File: src/sv/ymodem_packet_framer_defines.svh
// ----------------------------------------------------------------------------
// YMODEM packet framer assertion macros
// Concurrent check wrappers, removable with NO_ASSERTIONS.
// ----------------------------------------------------------------------------
`ifndef YMODEM_PACKET_FRAMER_DEFINES_SVH
`define YMODEM_PACKET_FRAMER_DEFINES_SVH

`ifndef NO_ASSERTIONS
`define YMPF_ASSERT_SAME(label, clk, rst, ante, cons) \
   label: assert property (@(posedge clk) disable iff (rst) (ante) |-> (cons)) \
      else $error("ympf check failed");
`define YMPF_ASSERT_NEXT(label, clk, rst, ante, cons) \
   label: assert property (@(posedge clk) disable iff (rst) (ante) |=> (cons)) \
      else $error("ympf check failed");
`else
`define YMPF_ASSERT_SAME(label, clk, rst, ante, cons)
`define YMPF_ASSERT_NEXT(label, clk, rst, ante, cons)
`endif

`endif

File: src/sv/ympf_pkg.sv
// ----------------------------------------------------------------------------
// YMODEM packet framer package
// Operation codes, framing constants, result type and CRC-16 byte fold.
// ----------------------------------------------------------------------------
`default_nettype none

package ympf_pkg;

   typedef logic [1:0] op_type;

   localparam op_type OP_START = 2'd0;
   localparam op_type OP_DATA  = 2'd1;
   localparam op_type OP_PULL  = 2'd2;

   localparam logic [7:0]  CHAR_SOH      = 8'h01;
   localparam logic [7:0]  CHAR_STX      = 8'h02;
   localparam logic [7:0]  BYTE_ALL_ONES = 8'hFF;
   localparam logic [15:0] CRC_POLY      = 16'h1021;
   localparam logic [15:0] CRC_MSB       = 16'h8000;

   localparam int QUEUE_DEPTH = 4;
   localparam int QPTR_W      = 2;
   localparam int QCNT_W      = 3;

   typedef struct packed {
      logic [7:0] packet_byte;
      logic       end_of_packet;
   } result_type;

   function automatic logic [15:0] crc_fold(input logic [15:0] crc, input logic [7:0] data);
      logic [15:0] c;
      c = crc ^ {data, 8'h00};
      for (int b = 0; b < 8; b++) begin
         if ((c & CRC_MSB) != 16'h0000) begin
            c = {c[14:0], 1'b0} ^ CRC_POLY;
         end else begin
            c = {c[14:0], 1'b0};
         end
      end
      return c;
   endfunction

endpackage

`default_nettype wire

File: src/sv/ympf_channels.sv
// ----------------------------------------------------------------------------
// YMODEM packet framer channels
// Valid/ready request and response interfaces with their payload fields.
// ----------------------------------------------------------------------------
`default_nettype none

interface ympf_req_if;
   logic             valid;
   logic             ready;
   ympf_pkg::op_type operation;
   logic [7:0]       data_byte;
   logic [7:0]       block_number;
   logic             large_packet;
   logic [7:0]       pad_byte;

   modport source (output valid, output operation, output data_byte,
                   output block_number, output large_packet, output pad_byte,
                   input ready);
   modport sink   (input valid, input operation, input data_byte,
                   input block_number, input large_packet, input pad_byte,
                   output ready);
endinterface

interface ympf_rsp_if;
   logic       valid;
   logic       ready;
   logic [7:0] packet_byte;
   logic       end_of_packet;

   modport source (output valid, output packet_byte, output end_of_packet, input ready);
   modport sink   (input valid, input packet_byte, input end_of_packet, output ready);
endinterface

`default_nettype wire

File: src/sv/ymodem_packet_framer.sv
// Accepted results are registered into the result queue and offered on rsp in order.
// Throughput: one data or pull transaction per cycle while req is ready, one result byte
// per cycle while rsp is ready; a start transaction yields three header bytes together.
// req stalls while the four-entry result queue lacks room for three results.
// Reset (synchronous, active high) returns the framer to idle and empties the queue.
// ----------------------------------------------------------------------------
// YMODEM packet framer
// Emits header, payload with padding and CRC-16 trailer of one YMODEM packet.
// ----------------------------------------------------------------------------
`default_nettype none

`include "ymodem_packet_framer_defines.svh"

module ymodem_packet_framer #(
   parameter int SMALL_PAYLOAD = 128,
   parameter int LARGE_PAYLOAD = 1024
) (
   input  wire            clock,
   input  wire            reset,
   ympf_req_if.sink       req,
   ympf_rsp_if.source     rsp
);

   localparam int MAX_PAYLOAD = (SMALL_PAYLOAD > LARGE_PAYLOAD) ? SMALL_PAYLOAD : LARGE_PAYLOAD;
   localparam int CNT_W       = $clog2(MAX_PAYLOAD + 1);
   localparam logic [CNT_W-1:0] SMALL_SIZE = CNT_W'(SMALL_PAYLOAD);
   localparam logic [CNT_W-1:0] LARGE_SIZE = CNT_W'(LARGE_PAYLOAD);

   localparam logic [1:0] PHASE_IDLE    = 2'd0;
   localparam logic [1:0] PHASE_PAYLOAD = 2'd1;
   localparam logic [1:0] PHASE_CRC_LOW = 2'd2;

   localparam logic [ympf_pkg::QCNT_W-1:0] ROOM_LIMIT =
      ympf_pkg::QCNT_W'(ympf_pkg::QUEUE_DEPTH - 3);
   localparam logic [ympf_pkg::QCNT_W-1:0] DEPTH_LIMIT =
      ympf_pkg::QCNT_W'(ympf_pkg::QUEUE_DEPTH);

   logic [15:0]      crc_ff, crc_in;
   logic [CNT_W-1:0] count_ff, count_in;
   logic [1:0]       phase_ff, phase_in;
   logic             large_ff, large_in;
   logic [7:0]       fill_ff, fill_in;

   ympf_pkg::result_type            queue_ff [ympf_pkg::QUEUE_DEPTH];
   logic [ympf_pkg::QPTR_W-1:0]     wr_ptr_ff, rd_ptr_ff;
   logic [ympf_pkg::QCNT_W-1:0]     qcount_ff, qcount_in;

   ympf_pkg::result_type lane [3];
   logic [1:0]           push_n;
   logic                 accept, pop, full;
   logic [CNT_W-1:0]     cur_size;

   assign req.ready = (qcount_ff <= ROOM_LIMIT);
   assign accept    = req.valid && req.ready;
   assign pop       = rsp.valid && rsp.ready;
   assign cur_size  = large_ff ? LARGE_SIZE : SMALL_SIZE;
   assign full      = (count_ff >= cur_size);

   always_comb begin
      crc_in   = crc_ff;
      count_in = count_ff;
      phase_in = phase_ff;
      large_in = large_ff;
      fill_in  = fill_ff;
      push_n   = 2'd0;
      for (int k = 0; k < 3; k++) begin
         lane[k] = '0;
      end
      if (accept) begin
         case (req.operation)
            ympf_pkg::OP_START: begin
               large_in = req.large_packet;
               fill_in  = req.pad_byte;
               crc_in   = 16'h0000;
               count_in = '0;
               phase_in = PHASE_PAYLOAD;
               lane[0].packet_byte = req.large_packet ? ympf_pkg::CHAR_STX : ympf_pkg::CHAR_SOH;
               lane[1].packet_byte = req.block_number;
               lane[2].packet_byte = ympf_pkg::BYTE_ALL_ONES - req.block_number;
               push_n = 2'd3;
            end
            ympf_pkg::OP_DATA: begin
               if (phase_ff == PHASE_PAYLOAD && !full) begin
                  crc_in   = ympf_pkg::crc_fold(crc_ff, req.data_byte);
                  count_in = count_ff + CNT_W'(1);
                  lane[0].packet_byte = req.data_byte;
                  push_n = 2'd1;
               end
            end
            ympf_pkg::OP_PULL: begin
               if (phase_ff == PHASE_PAYLOAD) begin
                  if (!full) begin
                     crc_in   = ympf_pkg::crc_fold(crc_ff, fill_ff);
                     count_in = count_ff + CNT_W'(1);
                     lane[0].packet_byte = fill_ff;
                  end else begin
                     phase_in = PHASE_CRC_LOW;
                     lane[0].packet_byte = crc_ff[15:8];
                  end
                  push_n = 2'd1;
               end else if (phase_ff == PHASE_CRC_LOW) begin
                  phase_in = PHASE_IDLE;
                  lane[0].packet_byte   = crc_ff[7:0];
                  lane[0].end_of_packet = 1'b1;
                  push_n = 2'd1;
               end
            end
            default: begin
            end
         endcase
      end
   end

   assign qcount_in = qcount_ff + {1'b0, push_n} - {{(ympf_pkg::QCNT_W-1){1'b0}}, pop};

   always_ff @(posedge clock) begin
      if (reset) begin
         crc_ff    <= 16'h0000;
         count_ff  <= '0;
         phase_ff  <= PHASE_IDLE;
         large_ff  <= 1'b0;
         fill_ff   <= 8'h00;
         wr_ptr_ff <= '0;
         rd_ptr_ff <= '0;
         qcount_ff <= '0;
      end else begin
         crc_ff    <= crc_in;
         count_ff  <= count_in;
         phase_ff  <= phase_in;
         large_ff  <= large_in;
         fill_ff   <= fill_in;
         wr_ptr_ff <= wr_ptr_ff + push_n;
         rd_ptr_ff <= rd_ptr_ff + ympf_pkg::QPTR_W'(pop);
         qcount_ff <= qcount_in;
      end
   end

   always_ff @(posedge clock) begin
      for (int k = 0; k < 3; k++) begin
         if (2'(k) < push_n) begin
            queue_ff[wr_ptr_ff + ympf_pkg::QPTR_W'(k)] <= lane[k];
         end
      end
   end

   assign rsp.valid         = (qcount_ff != '0);
   assign rsp.packet_byte   = queue_ff[rd_ptr_ff].packet_byte;
   assign rsp.end_of_packet = queue_ff[rd_ptr_ff].end_of_packet;

   `YMPF_ASSERT_SAME(a_queue_bound, clock, reset, 1'b1, qcount_ff <= DEPTH_LIMIT)
   `YMPF_ASSERT_NEXT(a_start_enters_payload, clock, reset,
      accept && req.operation == ympf_pkg::OP_START,
      phase_ff == PHASE_PAYLOAD && count_ff == '0 && qcount_ff >= 3'd3)
   `YMPF_ASSERT_SAME(a_crc_low_after_full, clock, reset,
      phase_ff == PHASE_CRC_LOW, count_ff == cur_size)
   `YMPF_ASSERT_NEXT(a_data_advances_count, clock, reset,
      accept && req.operation == ympf_pkg::OP_DATA && phase_ff == PHASE_PAYLOAD && !full,
      count_ff == $past(count_ff) + CNT_W'(1))

endmodule

`default_nettype wire
File: src/flat_wrapper.sv
// flat-port wrapper written by rule: the top's interface ports become plain ports
module ymodem_packet_framer_flat 
#(
   parameter int SMALL_PAYLOAD = 128,
   parameter int LARGE_PAYLOAD = 1024
)
  (clock, reset, req_valid, req_operation, req_data_byte, req_block_number, req_large_packet, req_pad_byte, req_ready, rsp_valid, rsp_packet_byte, rsp_end_of_packet, rsp_ready);
  ympf_req_if req_i ();
  ympf_rsp_if rsp_i ();
  input  wire clock;
  input  wire reset;
  input wire logic [$bits(req_i.valid)-1:0] req_valid;
  input wire logic [$bits(req_i.operation)-1:0] req_operation;
  input wire logic [$bits(req_i.data_byte)-1:0] req_data_byte;
  input wire logic [$bits(req_i.block_number)-1:0] req_block_number;
  input wire logic [$bits(req_i.large_packet)-1:0] req_large_packet;
  input wire logic [$bits(req_i.pad_byte)-1:0] req_pad_byte;
  output wire logic [$bits(req_i.ready)-1:0] req_ready;
  output wire logic [$bits(rsp_i.valid)-1:0] rsp_valid;
  output wire logic [$bits(rsp_i.packet_byte)-1:0] rsp_packet_byte;
  output wire logic [$bits(rsp_i.end_of_packet)-1:0] rsp_end_of_packet;
  input wire logic [$bits(rsp_i.ready)-1:0] rsp_ready;
  assign req_i.valid = req_valid;
  assign req_i.operation = req_operation;
  assign req_i.data_byte = req_data_byte;
  assign req_i.block_number = req_block_number;
  assign req_i.large_packet = req_large_packet;
  assign req_i.pad_byte = req_pad_byte;
  assign req_ready = req_i.ready;
  assign rsp_valid = rsp_i.valid;
  assign rsp_packet_byte = rsp_i.packet_byte;
  assign rsp_end_of_packet = rsp_i.end_of_packet;
  assign rsp_i.ready = rsp_ready;
  ymodem_packet_framer #(.SMALL_PAYLOAD(SMALL_PAYLOAD), .LARGE_PAYLOAD(LARGE_PAYLOAD)) u_core (.clock(clock), .reset(reset), .req(req_i), .rsp(rsp_i));
endmodule
File: config.mk
export PLATFORM = sky130hd
export DESIGN_NAME = ymodem_packet_framer_flat
export DESIGN_NICKNAME = d
export VERILOG_FILES = /design/src/sv/ympf_pkg.sv /design/src/sv/ympf_channels.sv /design/src/sv/ymodem_packet_framer.sv /design/src/flat_wrapper.sv
export VERILOG_INCLUDE_DIRS = /design/src /design/src/sv
export SDC_FILE = /design/constraint.sdc
export NUM_CORES = 1
export LEC_CHECK = 0
export ABC_AREA = 1
export BUFFER_PORTS_ARGS = -buffer_cell sky130_fd_sc_hd__buf_2
export CAP_MARGIN = 10
export CORE_ASPECT_RATIO = 0.8
export CORE_MARGIN = 4
export CORE_UTILIZATION = 35
export DETAILED_ROUTE_END_ITERATION = 10
export SLEW_MARGIN = 20
export SYNTH_ARGS = -nofsm -noshare
export SYNTH_HDL_FRONTEND = slang
export SYNTH_SLANG_ARGS = --single-unit
File: constraint.sdc
create_clock -name clock -period 3.14 [get_ports clock]
set_input_delay 0.157 -clock clock [delete_from_list [all_inputs] [get_ports clock]]
set_output_delay 0.157 -clock clock [all_outputs]
set_load 0.01 [all_outputs]
* After elaboration in Yosys (flattened, before gate mapping)
Memory sizes are Yosys's and may differ from the RTL's. A register that Yosys moved wholly into a read port is not among the register bits.
Index checks and enable logic that the tools add are counted.
** Word-level totals
- Bits in registers :: 45
- RAM bits :: 36
- Input port bits :: 31
- Output and inout port bits :: 11
- Word-level logic and storage cells :: 162
- Memories :: 1
** Memories
- u_core.queue_ff :: depth 4, width 9, read ports 1, clocked after Yosys merged registers in 1, write ports 3, RTL line ymodem_packet_framer.sv:44 : ympf_pkg::result_type queue_ff [ympf_pkg::QUEUE_DEPTH];
** Cells by class
- $add $sub $neg :: 8
- Magnitude comparators :: 5
- Equality and inequality tests :: 9
- Multiplexer cells :: 102
- Bitwise gates (word level) :: 18
- Reductions and logical operators :: 11
** Operators by type and width (count)
- 16-bit two-way mux :: 52
- 13-bit two-way mux :: 16
- 8-bit two-way mux :: 6
- 3-bit NOT :: 16
- 16-bit one-hot mux with 3 select lines :: 1
- 11-bit two-way mux :: 4
- 11-bit one-hot mux with 3 select lines :: 1
- 16-bit bitwise XOR :: 2
- 8-bit one-hot mux with 3 select lines :: 1
- 17-bit two-way mux :: 1
- 2-bit two-way mux :: 6
- 11-bit by 1-bit adder with 11-bit output (second input constant) :: 1
- 11-bit greater-or-equal comparator :: 1
- 1-bit two-way mux :: 11
- 9-bit two-way mux :: 1
- 8-bit subtractor (first input constant) :: 1
- 2-bit one-hot mux with 3 select lines :: 1
- 3-bit nonzero test :: 2
- 5-bit AND reduction :: 1
- 2-bit by 1-bit equality test with 1-bit output (second input constant) :: 2
- 2-bit equality test (second input constant) :: 2
- 1-bit by 2-bit < comparator with 1-bit output (first input constant) :: 2
- 2-bit by 1-bit != test with 1-bit output (second input constant) :: 2
- 2-bit one-hot mux with 2 select lines :: 1
- 17 further kinds :: 19

* Depth between registers and ports, before layout
Gate-level depths: netlist (run 1).
- Word-level depth :: 48
- Depth in mapped cells :: 15
- Gate-level depth less buffers :: 15

* Least setup slack after synthesis (run 1)
No wires, ideal clock.
- Path kind :: register to register
- Start point :: register u_core.large_ff
- End point :: register u_core.qcount_ff[2] (netlist name)
- Data arrival time :: 2.115 ns
- Data required time :: 3.012 ns
- Slack :: 0.898 ns
- Stages on the path, launching flop included :: 14
- Period minus slack after synthesis :: 2.242 ns
- Cell sequence :: dfxtp_1 > inv_1 > ha_1 > nand2_1 > nand2_1 > a21oi_2 > nand4_1 > a21oi_1 > ha_1 > inv_1 > fa_1 > xor2_1 > inv_1 > nor2_1
** On the way
- Longest elaborated chain between the ends :: 9
** RTL lines
- start, declared :: RTL line ymodem_packet_framer.sv:41 : logic large_ff, large_in;
- start signal, assigned :: RTL line ymodem_packet_framer.sv:130 : large_ff <= large_in;
- 11-bit two-way mux :: RTL line ymodem_packet_framer.sv:56 : assign cur_size = large_ff ? LARGE_SIZE : SMALL_SIZE;
- 11-bit greater-or-equal comparator :: RTL line ymodem_packet_framer.sv:57 : assign full = (count_ff >= cur_size);
- 1-bit logical NOT :: RTL line ymodem_packet_framer.sv:83 : if (phase_ff == PHASE_PAYLOAD && !full) begin
- 1-bit logical AND :: RTL line ymodem_packet_framer.sv:83
- 1-bit two-way mux :: RTL line ymodem_packet_framer.sv:83
- 2-bit one-hot mux with 3 select lines :: RTL line ymodem_packet_framer.sv:70 : case (req.operation)
- 2-bit two-way mux :: RTL line ymodem_packet_framer.sv:69 : if (accept) begin
- 3-bit by 2-bit adder with 3-bit output :: RTL line ymodem_packet_framer.sv:114 : assign qcount_in = qcount_ff + {1'b0, push_n} - {{(ympf_pkg::QCNT_W-1){1'b0}}, pop};
- 3-bit by 1-bit subtractor with 3-bit output :: RTL line ymodem_packet_framer.sv:114
- end signal, assigned :: RTL line ymodem_packet_framer.sv:134 : qcount_ff <= qcount_in;
- end, declared :: RTL line ymodem_packet_framer.sv:46 : logic [ympf_pkg::QCNT_W-1:0] qcount_ff, qcount_in;
Every way passes these cells.
A chain may end at the register's enable or synchronous reset.

==> impl_table.tex, run 1 <==
\begin{tabular}{lr}
\hline
Metric & Value \\
\hline
\multicolumn{2}{l}{\textbf{Power}} \\
\quad Maximum resistive drop on vdd & 0.2625 mV \\
\quad Total power draw & $\sim$3.4 mW \\
\quad Lkg Pwr & 2.676 nW \\
\quad Power per Cell Area & 536.4 nW/um\^{}2 \\
\multicolumn{2}{l}{\textbf{Final layout}} \\
\quad Layout-stage area growth over the synthesis result & 12.95\% \\
\quad Fraction of final layout cells sized beyond drive strength 1 & 12.41\% \\
\quad Final Core Density & 41.05\% \\
\quad Final net count & 897 \\
\quad Fin area & around 6300 um\^{}2 \\
\quad Post-layout instance count excluding filler cells & 1064 \\
\quad Antenna cells & 0 \\
\multicolumn{2}{l}{\textbf{Run status}} \\
\quad Run status & completed \\
\multicolumn{2}{l}{\textbf{GRT}} \\
\quad Met1 GRT Util & 28.64\% \\
\quad Met3 Track Usage GR & 5.058\% \\
\quad Gr busiest metal & met1 \\
\quad Overflow left after global routing & 0 \\
\quad Number of antenna violations at the first check in global routing & 0 \\
\quad Vias in the first global route & 5060 \\
\quad First-pass GRT wire length & 27070 um \\
\quad All-Layer GR Usage & 19.16\% \\
\quad Largest net degree at the start of global routing & 32 \\
\quad GR Layer Usage met2 & about 28\% \\
\multicolumn{2}{l}{\textbf{Hold path}} \\
\quad HP Class & input port to flop \\
\quad Startpoint of the tightest hold check path & req\_pad\_byte[4] \\
\multicolumn{2}{l}{\textbf{Timing}} \\
\quad Count of final max-slew check failures & 0 \\
\quad Number of hold violations in the final report & 0 \\
\quad Max-slew headroom & a little over half \\
\quad Slew at the pin closest to its max-slew limit & 0.7163 ns \\
\quad Unrepaired setup endpoints after global routing & false \\
\quad Setup TNS & 0 ns \\
\quad Post-Route Skew & 0.009177 ns \\
\quad Final clock period utilization by the worst path & 86.60\% \\
\quad Peak Freq & 367.8 MHz \\
\quad Setup violation total in the final timing report & 0 \\
\quad Minimum clock period after layout & approximately 2.7 ns \\
\multicolumn{2}{l}{\textbf{Placed design}} \\
\quad Cell Count Post-Placement & around 1000 \\
\quad Routability congestion estimate from global placement & about 0.88 \\
\quad HPWL Detailed & 11710 um \\
\quad IO Port Bufs & 41 \\
\quad Area after DPL & between 5000 and 6000 um\^{}2 \\
\multicolumn{2}{l}{\textbf{Route}} \\
\quad Detail Route Antenna Nets & 0 \\
\quad Number of search-and-repair iterations in the first detailed-routing pass & 6 \\
\quad Count of routing violations after the opening detailed-route iteration & a little over 600 \\
\quad Total wire length & 16520 um \\
\quad DRC Markers & 0 \\
\quad Average wire per cell in the routed design & 15.52 um \\
\quad Routed via count divided by cell count & 5.041 \\
\quad Total via count after detailed routing & roughly 5400 \\
\multicolumn{2}{l}{\textbf{Clocking}} \\
\quad Max H-tree Level & 3 \\
\quad Clock slew seen by the registers of the worst setup and hold paths & 0.07 ns \\
\quad Clk buf depth & 2 \\
\quad Setup Buffers After CTS & 0 \\
\quad Number of sinks on the clock net & $\sim$80 \\
\quad Insertion delay to the later sink of the worst-skew pair & 0.35 ns \\
\quad CTS tree & built \\
\quad Number of buffers inserted during clock tree synthesis & 9 \\
\quad Number of gates given a new drive strength after cts & 0 \\
\quad Clock root buffer master & clkbuf\_16 \\
\quad Post-CTS Hold Fix Bufs & 0 \\
\multicolumn{2}{l}{\textbf{Worst setup path}} \\
\quad Source of the critical timing path & u\_core.large\_ff \\
\quad Arrival time of the worst setup path & 2.71 ns \\
\quad Sort of element at the start of the critical path & flop \\
\quad CP Capture Type & flop \\
\quad Critical path required time & 3.13 ns \\
\quad Setup CP Type & flop to flop \\
\quad Max Fanout on Critical Path & 8 \\
\quad Worst reg2reg startpoint & u\_core.large\_ff \\
\multicolumn{2}{l}{\textbf{Logic synthesis}} \\
\quad Number of distinct library cell variants in the gate-level netlist after synthesis & 40 \\
\quad Dominant cells by area after synthesis & dfxtp\_1, edfxtp\_1, nand2\_1 \\
\quad Average size of a mapped cell & 6.875 um\^{}2 \\
\quad Net count after synthesis & 855 \\
\quad Area of the mapped netlist & 5548 um\^{}2 \\
\quad Synth warnings & 0 \\
\quad Number of synthesized register bits & 81 \\
\quad Fraction of post-synthesis cell area in the top cell type by area & between 15 and 20\% \\
\quad Count of mapped cells out of synthesis & 807 \\
\quad Area leader, netlist & dfxtp\_1 \\
\quad Sequential cell area fraction in the yosys report & 35.00\% \\
\multicolumn{2}{l}{\textbf{Die}} \\
\quad Number of rows in the core area & 40 \\
\quad Starting Density & 36.34\% \\
\quad Die ar. & 17940 um\^{}2 \\
\quad Count of boundary I/O pins & 42 \\
\quad Core ar. & 15260 um\^{}2 \\
\quad Die boundary height & $\sim$120 um \\
\quad Die outline width & 148.8 um \\
\multicolumn{2}{l}{\textbf{Job}} \\
\quad Number of violations of the max-capacitance limit & 0 \\
\hline
\end{tabular}
-- cells in the mapped netlist (all sizes together) --
| cell | instances |
|---|---|
| clkinv | 5 |
| dfxtp | 49 |
| a21boi | 2 |
| clkbuf | 15 |
| xnor2 | 20 |
| o31ai | 1 |
| a22oi | 1 |
| o221ai | 1 |
| edfxtp | 32 |
| nor4 | 1 |
| nor3b | 1 |
| o21ai | 45 |
| ha | 16 |
| inv | 89 |
| xor2 | 8 |
| nand2 | 256 |
| fa | 1 |
| buf | 5 |
| nor2 | 80 |
| o22ai | 14 |
| nand4 | 7 |
| nand3 | 93 |
| nor3 | 6 |
| or2 | 10 |
| a21oi | 49 |
-- cell families (layout without fill, tap and decap cells) --
logic type,after synthesis,after routing,share of synthesized area (%)
flip-flops,81,81,35.00
AO/OA/AOI/OAI,113,113,11.16
AND/OR/NAND/NOR,454,454,37.03
XOR/XNOR,28,28,4.420
buffers and inverters,114,161,8.412
adder cells (fa/ha/maj),17,17,3.969
-- metal layers --
metal | vias to the layer above | part of all wire, %
li1 | 2706 | -
met1 | 2456 | 49
met2 | 180 | 42
met3 | 22 | 7.4
met4 | 0 | 1.2
met5 | - | 0
-- cells in the final DEF, fill, tap and decap left out, types with 2 or more instances in the layout --
master / netlist / routed
nand2_1: 249 / 249
nand3_1: 91 / 91
inv_1: 84 / 84
nor2_1: 69 / 69
dfxtp_1: 49 / 49
a21oi_1: 47 / 47
buf_2: 0 / 41
o21ai_0: 39 / 39
edfxtp_1: 32 / 32
xnor2_1: 20 / 20
ha_1: 16 / 16
o22ai_1: 14 / 14
buf_4: 0 / 10
or2_2: 9 / 9
clkbuf_16: 0 / 9
xor2_1: 8 / 8
nand4_1: 7 / 7
nor3_1: 6 / 6
inv_2: 5 / 5
nor2_8: 5 / 5
clkinv_1: 4 / 5
o21ai_1: 5 / 5
nand2_2: 4 / 4
nor2_4: 3 / 3
nor2_2: 3 / 3
clkinv_2: 1 / 3
a21oi_2: 2 / 2
nand2_4: 2 / 2
-- per-stage QoR --
step	hold slack, ns	setup WS [ns]
after floorplan	0.3363	0.8976
after global placement	0.4425	0.6061
after detailed placement	0.4456	0.4997
after CTS	0.08446	0.4767
after global routing	0.1263	0.2295
final	0.08623	0.4209
-- flip-flops by register name, indices dropped and copies added (netlist names) --
name	count
u_core.queue_ff	36
u_core.crc_ff	16
u_core.count_ff	11
u_core.fill_ff	8
u_core.qcount_ff	3
u_core.phase_ff	2
u_core.rd_ptr_ff	2
u_core.wr_ptr_ff	2
u_core.large_ff	1
-- worst paths after layout --
check                           to  slack [ns]  cells after the start
min reg2reg  u_core.queue_ff[1][0]        0.46                      2
max          u_core.queue_ff[0][2]        0.42                     11
min              u_core.fill_ff[4]        0.09                      3
max reg2reg  u_core.queue_ff[0][2]        0.42                     11
-- power by group --
group | internal [mW] | switching [mW]
clock | 0.613 | 0.442
combinational | 0.344 | 0.720
sequential | 1.18 | 0.0601
-- cell type report --
class                           count  area [um^2]
Clock inverter                      6        58.81
Clock buffer                       10        229.0
Fill cell                        1620         8999
Multi-Input combinational cell    612         3139
Inverter                           94        354.1
Tap cell                          210        262.8
Sequential cell                    81         1942
Timing Repair Buffer               51        280.3
-- critical path: stages (launching register included) --
cell     delay (ns)
dfxtp_1        0.31
inv_1          0.06
ha_1           0.33
nand2_1        0.12
nand2_1        0.07
a21oi_2        0.16
nand4_1        0.22
a21oi_1        0.38
nand2_1        0.20
nand2_1        0.10
inv_1          0.05
nand2_1        0.37
Note: power is estimated with default switching activity, not from simulation.
==> inputs of run 2 (changes only) <==
- BUFFER_PORTS_ARGS: -buffer_cell sky130_fd_sc_hd__buf_2 -> default
- CORE_MARGIN: 4 -> 8
- DONT_BUFFER_PORTS: default -> 1
==> run 2 against run 1 <==
Against the previous run: power shrank 2.3%; utilization down 2.2 points; non-clock buffer count fell by 42; cell area shrank 3.0%; clock-buffer cell count rose by 1; global-route usage fell by 2.8 points; hold slack got worse by 0.078 ns; first-iteration DRC count decreased by 14%; wire length is 2.3% lower; clock power barely moved; via count is 4.0% lower; combinational power down 8%; highest routed layer unchanged.
==> impl_table.tex, run 2 (synthesized netlist as in run 1, its figures left out) <==
\begin{tabular}{lr}
\hline
Metric & Value \\
\hline
\multicolumn{2}{l}{\textbf{Clocking}} \\
\quad CTS tree & built \\
\quad Setup Buffers After CTS & 0 \\
\quad Clock root buffer master & clkbuf\_16 \\
\quad Max H-tree Level & 3 \\
\quad Number of sinks on the clock net & slightly above 80 \\
\quad Clk buf depth & 2 \\
\quad Number of buffers inserted during clock tree synthesis & 9 \\
\quad Insertion delay to the later sink of the worst-skew pair & between 0.3 and 0.4 ns \\
\quad Clock slew seen by the registers of the worst setup and hold paths & 0.07 ns \\
\multicolumn{2}{l}{\textbf{Timing}} \\
\quad Peak Freq & 384.4 MHz \\
\quad Minimum clock period after layout & approximately 2.6 ns \\
\quad Setup violation total in the final timing report & 0 \\
\quad Post-Route Skew & 0.01237 ns \\
\quad Worst slack on hold paths & between 0.008 and 0.009 ns \\
\quad Max-slew headroom & 61.98\% \\
\quad Final clock period utilization by the worst path & around 83\% \\
\quad Count of final max-slew check failures & 0 \\
\quad Number of hold violations in the final report & 0 \\
\quad Setup TNS & 0 ns \\
\quad Slew at the pin closest to its max-slew limit & 0.5659 ns \\
\quad Unrepaired setup endpoints after global routing & false \\
\multicolumn{2}{l}{\textbf{Power}} \\
\quad Lkg Pwr & 2.501 nW \\
\quad Total power draw & 3.283 mW \\
\quad Switching power summed over all nets & about 1.2 mW \\
\quad Maximum resistive drop on vdd & between 0.2 and 0.3 mV \\
\quad Combinational Power Share & 29.6\% \\
\quad Relative contribution of sequential cells to total power & 37.8\% \\
\quad Power per Cell Area & 540.3 nW/um\^{}2 \\
\quad Switching part of the total & 36.76\% \\
\quad Part of the power in the clock network & 32.6\% \\
\quad Cell-internal power & 2.076 mW \\
\multicolumn{2}{l}{\textbf{Worst setup path}} \\
\quad R2R Path End & u\_core.queue\_ff[0][4] \\
\quad Sort of element at the start of the critical path & flop \\
\quad R2R depth & 11 \\
\quad Max Fanout on Critical Path & 8 \\
\quad Crit path to & u\_core.queue\_ff[0][4] \\
\quad Source of the critical timing path & u\_core.large\_ff \\
\quad Setup CP Type & flop to flop \\
\quad Worst reg2reg startpoint & u\_core.large\_ff \\
\quad Flop2flop setup slack & 0.54 ns \\
\quad Critical path required time & 3.13 ns \\
\quad Arrival time of the worst setup path & 2.60 ns \\
\quad CP Capture Type & flop \\
\multicolumn{2}{l}{\textbf{Placed design}} \\
\quad IO Port Bufs & 0 \\
\quad HPWL Detailed & 11330 um \\
\quad Routability congestion estimate from global placement & 0.8969 \\
\quad Cell Count Post-Placement & between 1000 and 1500 \\
\multicolumn{2}{l}{\textbf{Die}} \\
\quad Die boundary height & approximately 130 um \\
\quad Count of boundary I/O pins & 42 \\
\quad Number of rows in the core area & 41 \\
\quad Die outline width & 156.8 um \\
\quad Die ar. & 20160 um\^{}2 \\
\quad Core ar. & 15650 um\^{}2 \\
\quad Starting Density & 35.46\% \\
\multicolumn{2}{l}{\textbf{Final layout}} \\
\quad Final net count & about 860 \\
\quad Post-layout instance count excluding filler cells & just over 1000 \\
\quad Most common cell after layout, fill and taps aside & nand2\_1 \\
\quad Antenna cells & 0 \\
\quad Fraction of final layout cells sized beyond drive strength 1 & 7.512\% \\
\quad Layout filler cell count & between 1500 and 2000 \\
\quad Number of flip-flops under the largest register name & 36 \\
\quad FF+latch area & 1942 um\^{}2 \\
\quad Multi-input gate area & 3139 um\^{}2 \\
\quad Largest regs & u\_core.queue\_ff (36), u\_core.crc\_ff (16), u\_core.count\_ff (11) \\
\quad Layout-stage area growth over the synthesis result & 9.540\% \\
\quad Largest register by flop count & u\_core.queue\_ff \\
\quad Leading cell types in the layout, fill and taps excluded & nand2\_1, nand3\_1, inv\_1 \\
\multicolumn{2}{l}{\textbf{Run status}} \\
\quad Run status & completed \\
\multicolumn{2}{l}{\textbf{Route}} \\
\quad Count of routing violations after the opening detailed-route iteration & 538 \\
\quad Routed via count divided by cell count & between 5 and 6 \\
\quad Average wire per cell in the routed design & 15.72 um \\
\quad Detail Route Antenna Nets & 0 \\
\quad Total wire length & 16140 um \\
\quad Total via count after detailed routing & 5151 \\
\quad DRC Markers & 0 \\
\quad Number of search-and-repair iterations in the first detailed-routing pass & 8 \\
\multicolumn{2}{l}{\textbf{Hold path}} \\
\quad HP Class & input port to flop \\
\multicolumn{2}{l}{\textbf{GRT}} \\
\quad First-pass GRT wire length & 25520 um \\
\quad Vias in the first global route & 4646 \\
\quad Largest net degree at the start of global routing & 32 \\
\quad All-Layer GR Usage & approximately 16\% \\
\quad Overflow left after global routing & 0 \\
\quad Number of antenna violations at the first check in global routing & 0 \\
\multicolumn{2}{l}{\textbf{Job}} \\
\quad Number of violations of the max-capacitance limit & 0 \\
\hline
\end{tabular}
run 2: changes by cell type in the layout (fill, tap and decap cells not counted):
cell and delta:
clkinv_2 -2, buf_4 -4, clkinvlp_4 +1, clkinv_4 -1, dlygate4sd3_1 +2, inv_6 +1, inv_4 -1, clkinvlp_2 +1
buf_2 -41, buf_12 +1, clkbuf_1 +1
run 2: power by group through the flow:
stage | clock, mW | sequential (mW) | combinational (mW)
6_report | 1.07 | 1.24 | 0.973
5_1_grt | 1.13 | 1.25 | 1.09
4_1_cts | 1.09 | 1.24 | 0.975
3_5_place_dp | 0 | 1.26 | 0.958
3_3_place_gp | 0 | 1.26 | 0.963
2_1_floorplan | 0 | 1.25 | 0.762
run 2: critical path: stages (launching register included):
cell	delay (ns)
dfxtp_1	0.30
inv_1	0.06
ha_1	0.33
nand2_1	0.11
nand2_1	0.07
a21oi_2	0.14
nand4_1	0.19
a21oi_1	0.36
nand2_1	0.19
nand2_1	0.11
inv_1	0.05
nand2_1	0.34
run 2: cell type report:
cell class | count | area share [%]
multi-input cells | 612 | 51.66
inverters | 94 | 5.827
well taps | 215 | 4.427
repair buffers | 9 | 1.400
clock inverters | 5 | 0.9059
flip-flops and latches | 81 | 31.95
clock buffers | 11 | 3.830
run 2: worst min path at each step:
| stage | start | slack, ns | end | cells past startpoint |
|---|---|---|---|---|
| after floorplan | reset | 0.34 | u_core.fill_ff[7] | 3 |
| after global placement | reset | 0.23 | u_core.crc_ff[3] | 1 |
| after detailed placement | reset | 0.23 | u_core.crc_ff[0] | 1 |
| after CTS | req_pad_byte[6] | 0.005 | u_core.fill_ff[6] | 2 |
| after global routing | req_pad_byte[6] | 0.02 | u_core.fill_ff[6] | 2 |
| final | req_pad_byte[6] | 0.009 | u_core.fill_ff[6] | 2 |
run 2: timing repair:
item / in CTS / in global routing
gates resized for setup: 0 / 0
setup endpoints to repair: 0 / 0
hold endpoints to repair: 32 / 0
hold buffers: 3 / 0
run 2: metrics by stage:
stage          worst slack (ns)  cell area, um^2  utilization [%]
6_report                 0.5383             6077            38.84
5_1_grt                  0.3101             6077            38.84
4_1_cts                  0.5374             6077            38.84
3_5_place_dp             0.5633             5749            36.75
3_3_place_gp             0.5452             5749            36.75
2_1_floorplan            0.8976             5548                -
run 2: metal layers:
metal  part of all wire [%]  track usage [%]  vias up  wire (um)
li1                       -                -     2624          -
met1                     46            22.08     2319       7467
met2                     43            24.92      190       7016
met3                    8.9            4.960       18       1435
met4                    1.4            4.174        0        220
met5                      0                0        -          0
==> inputs of run 3 (changes only) <==
- clock period: 3.14 -> 2.64 ns (I/O delays scaled with it)
==> run 3 against run 2 <==
Against the previous run: clock power rose by 31%; clock skew fell by 0.0042 ns; fmax rose by 7.0%; largest power group unchanged.
==> impl_table.tex, run 3 (synthesized netlist as in run 1, its figures left out) <==
\begin{tabular}{lr}
\hline
Metric & Value \\
\hline
\multicolumn{2}{l}{\textbf{Die}} \\
\quad Number of rows in the core area & 41 \\
\quad Die outline width & 156.8 um \\
\quad Starting Density & 35.46\% \\
\quad Die boundary height & 128.6 um \\
\quad Die ar. & 20160 um\^{}2 \\
\quad Count of boundary I/O pins & between 40 and 50 \\
\quad Core ar. & 15650 um\^{}2 \\
\multicolumn{2}{l}{\textbf{Power}} \\
\quad Power per Cell Area & $\sim$650 nW/um\^{}2 \\
\quad Lkg Pwr & 2.577 nW \\
\quad Maximum resistive drop on vdd & 0.3841 mV \\
\multicolumn{2}{l}{\textbf{Job}} \\
\quad Number of violations of the max-capacitance limit & 0 \\
\multicolumn{2}{l}{\textbf{Clocking}} \\
\quad Clock root buffer master & clkbuf\_16 \\
\quad Clock slew seen by the registers of the worst setup and hold paths & 0.07 ns \\
\quad Clk buf depth & 2 \\
\quad Insertion delay to the later sink of the worst-skew pair & between 0.3 and 0.4 ns \\
\quad Max H-tree Level & 3 \\
\quad Number of sinks on the clock net & 81 \\
\quad Setup Buffers After CTS & 0 \\
\quad Number of buffers inserted during clock tree synthesis & 9 \\
\quad CTS tree & built \\
\multicolumn{2}{l}{\textbf{Placed design}} \\
\quad IO Port Bufs & 0 \\
\quad HPWL Detailed & 12000 um \\
\quad Routability congestion estimate from global placement & 0.8582 \\
\quad Placement Setup Slack & 0.1361 ns \\
\multicolumn{2}{l}{\textbf{GRT}} \\
\quad Vias in the first global route & between 4000 and 5000 \\
\quad All-Layer GR Usage & 16.62\% \\
\quad Overflow left after global routing & 0 \\
\quad Largest net degree at the start of global routing & 31 \\
\quad First-pass GRT wire length & roughly 26000 um \\
\quad Number of antenna violations at the first check in global routing & 0 \\
\multicolumn{2}{l}{\textbf{Timing}} \\
\quad Minimum clock period after layout & 2.431 ns \\
\quad Worst slack on hold paths & 0.03694 ns \\
\quad Post-Route Skew & 0.008170 ns \\
\quad Max-slew headroom & between 60\% and 70\% \\
\quad Setup TNS & 0 ns \\
\quad Number of hold violations in the final report & 0 \\
\quad Count of final max-slew check failures & 0 \\
\quad Final clock period utilization by the worst path & 92.08\% \\
\quad Slew at the pin closest to its max-slew limit & 0.5645 ns \\
\quad Post-route worst setup slack & 0.2090 ns \\
\quad Unrepaired setup endpoints after global routing & false \\
\quad Setup violation total in the final timing report & 0 \\
\quad Peak Freq & between 400 and 500 MHz \\
\multicolumn{2}{l}{\textbf{Worst setup path}} \\
\quad R2R depth & 13 \\
\quad Setup CP Type & flop to flop \\
\quad Arrival time of the worst setup path & 2.67 ns \\
\quad Worst reg2reg startpoint & u\_core.large\_ff \\
\quad R2R Path End & u\_core.qcount\_ff[2] \\
\quad Sort of element at the start of the critical path & flop \\
\quad CP Capture Type & flop \\
\quad Flop2flop setup slack & 0.21 ns \\
\quad Critical path required time & about 2.9 ns \\
\quad Max Fanout on Critical Path & 3 \\
\multicolumn{2}{l}{\textbf{Hold path}} \\
\quad HP Class & input port to flop \\
\quad Worst hold path depth & 2 \\
\quad Startpoint of the tightest hold check path & req\_pad\_byte[0] \\
\quad Endpoint of the worst hold-timing path & u\_core.fill\_ff[0] \\
\multicolumn{2}{l}{\textbf{Final layout}} \\
\quad Largest register by flop count & u\_core.queue\_ff \\
\quad Largest regs & u\_core.queue\_ff (36), u\_core.crc\_ff (16), u\_core.count\_ff (11) \\
\quad Fraction of final layout cells sized beyond drive strength 1 & 8.505\% \\
\quad Most common cell after layout, fill and taps aside & nand2\_1 \\
\quad Leading cell types in the layout, fill and taps excluded & nand2\_1, nand3\_1, inv\_1 \\
\quad Final net count & 866 \\
\quad Number of flip-flops under the largest register name & 36 \\
\quad Layout-stage area growth over the synthesis result & 12.02\% \\
\quad Antenna cells & 0 \\
\multicolumn{2}{l}{\textbf{Route}} \\
\quad Count of routing violations after the opening detailed-route iteration & 580 \\
\quad Routed via count divided by cell count & between 5 and 6 \\
\quad DRC Markers & 0 \\
\quad Number of search-and-repair iterations in the first detailed-routing pass & 5 \\
\quad Average wire per cell in the routed design & $\sim$16 um \\
\quad Total wire length & $\sim$17000 um \\
\quad Detail Route Antenna Nets & 0 \\
\quad Total via count after detailed routing & 5237 \\
\multicolumn{2}{l}{\textbf{Run status}} \\
\quad Run status & completed \\
\hline
\end{tabular}
-- run 3: metal layers --
metal  vias up  routed length [um]  GRT usage [%]
li1       2650                   -              -
met1      2395                8086          24.16
met2       167                6901          23.75
met3        25                1168          3.452
met4         0                 343          5.697
met5         -                   0              0
-- run 3: cell type report --
type,count,area (um^2)
clock inverters,7,101.3
inverters,94,354.1
fillers,1639,9432
well taps,215,269.0
repair buffers,20,180.2
multi-input cells,612,3143
clock buffers,9,225.2
flip-flops and latches,81,1942
-- run 3: worst max path at each step --
stage | startpoint | to | slack, ns | cells after the start
final | u_core.large_ff | u_core.qcount_ff[2] | 0.21 | 13
after global routing | u_core.large_ff | u_core.queue_ff[0][1] | 0.02 | 11
after CTS | u_core.large_ff | u_core.qcount_ff[2] | 0.12 | 13
after detailed placement | u_core.large_ff | u_core.qcount_ff[2] | 0.14 | 13
after global placement | u_core.large_ff | u_core.qcount_ff[2] | 0.17 | 13
after floorplan | u_core.large_ff | u_core.qcount_ff[2] | 0.40 | 13
-- run 3: repair_timing --
item | 4_1_cts | 5_1_grt
setup endpoints to repair | 0 | 9
resized for setup | 0 | 1
hold buffers | 8 | 0
endpoints found under the hold margin | 37 | 0
-- run 3: per-stage QoR --
step / util (%) / area (um^2) / instances / total power, mW
final: 39.72 / 6215 / 1038 / 4.061
after global routing: 39.72 / 6215 / 1038 / 4.268
after CTS: 39.70 / 6211 / 1038 / 4.080
after detailed placement: 37.03 / 5794 / 1014 / 2.660
after global placement: 37.03 / 5794 / 1014 / 2.647
after floorplan: - / 5548 / 807 / 2.387
-- run 3: power breakdown --
part | switching [mW] | internal [mW] | leakage (nW) | total (mW)
combinational | 0.835 | 0.354 | 1.73 | 1.19
sequential | 0.0655 | 1.41 | 0.691 | 1.47
clock | 0.561 | 0.841 | 0.160 | 1.40
total | 1.46 | 2.60 | 2.58 | 4.06
-- run 3: worst max-delay path, cell delays in order (launching register included) --
cell and delay, ns:
dfxtp_1 0.31, inv_1 0.06, ha_1 0.33, nand2_1 0.11
nand2_1 0.07, a21oi_2 0.14, nand4_1 0.17, a21oi_2 0.28
ha_1 0.19, inv_1 0.05, fa_1 0.37, xor2_1 0.17
inv_1 0.06, nor2_1 0.03
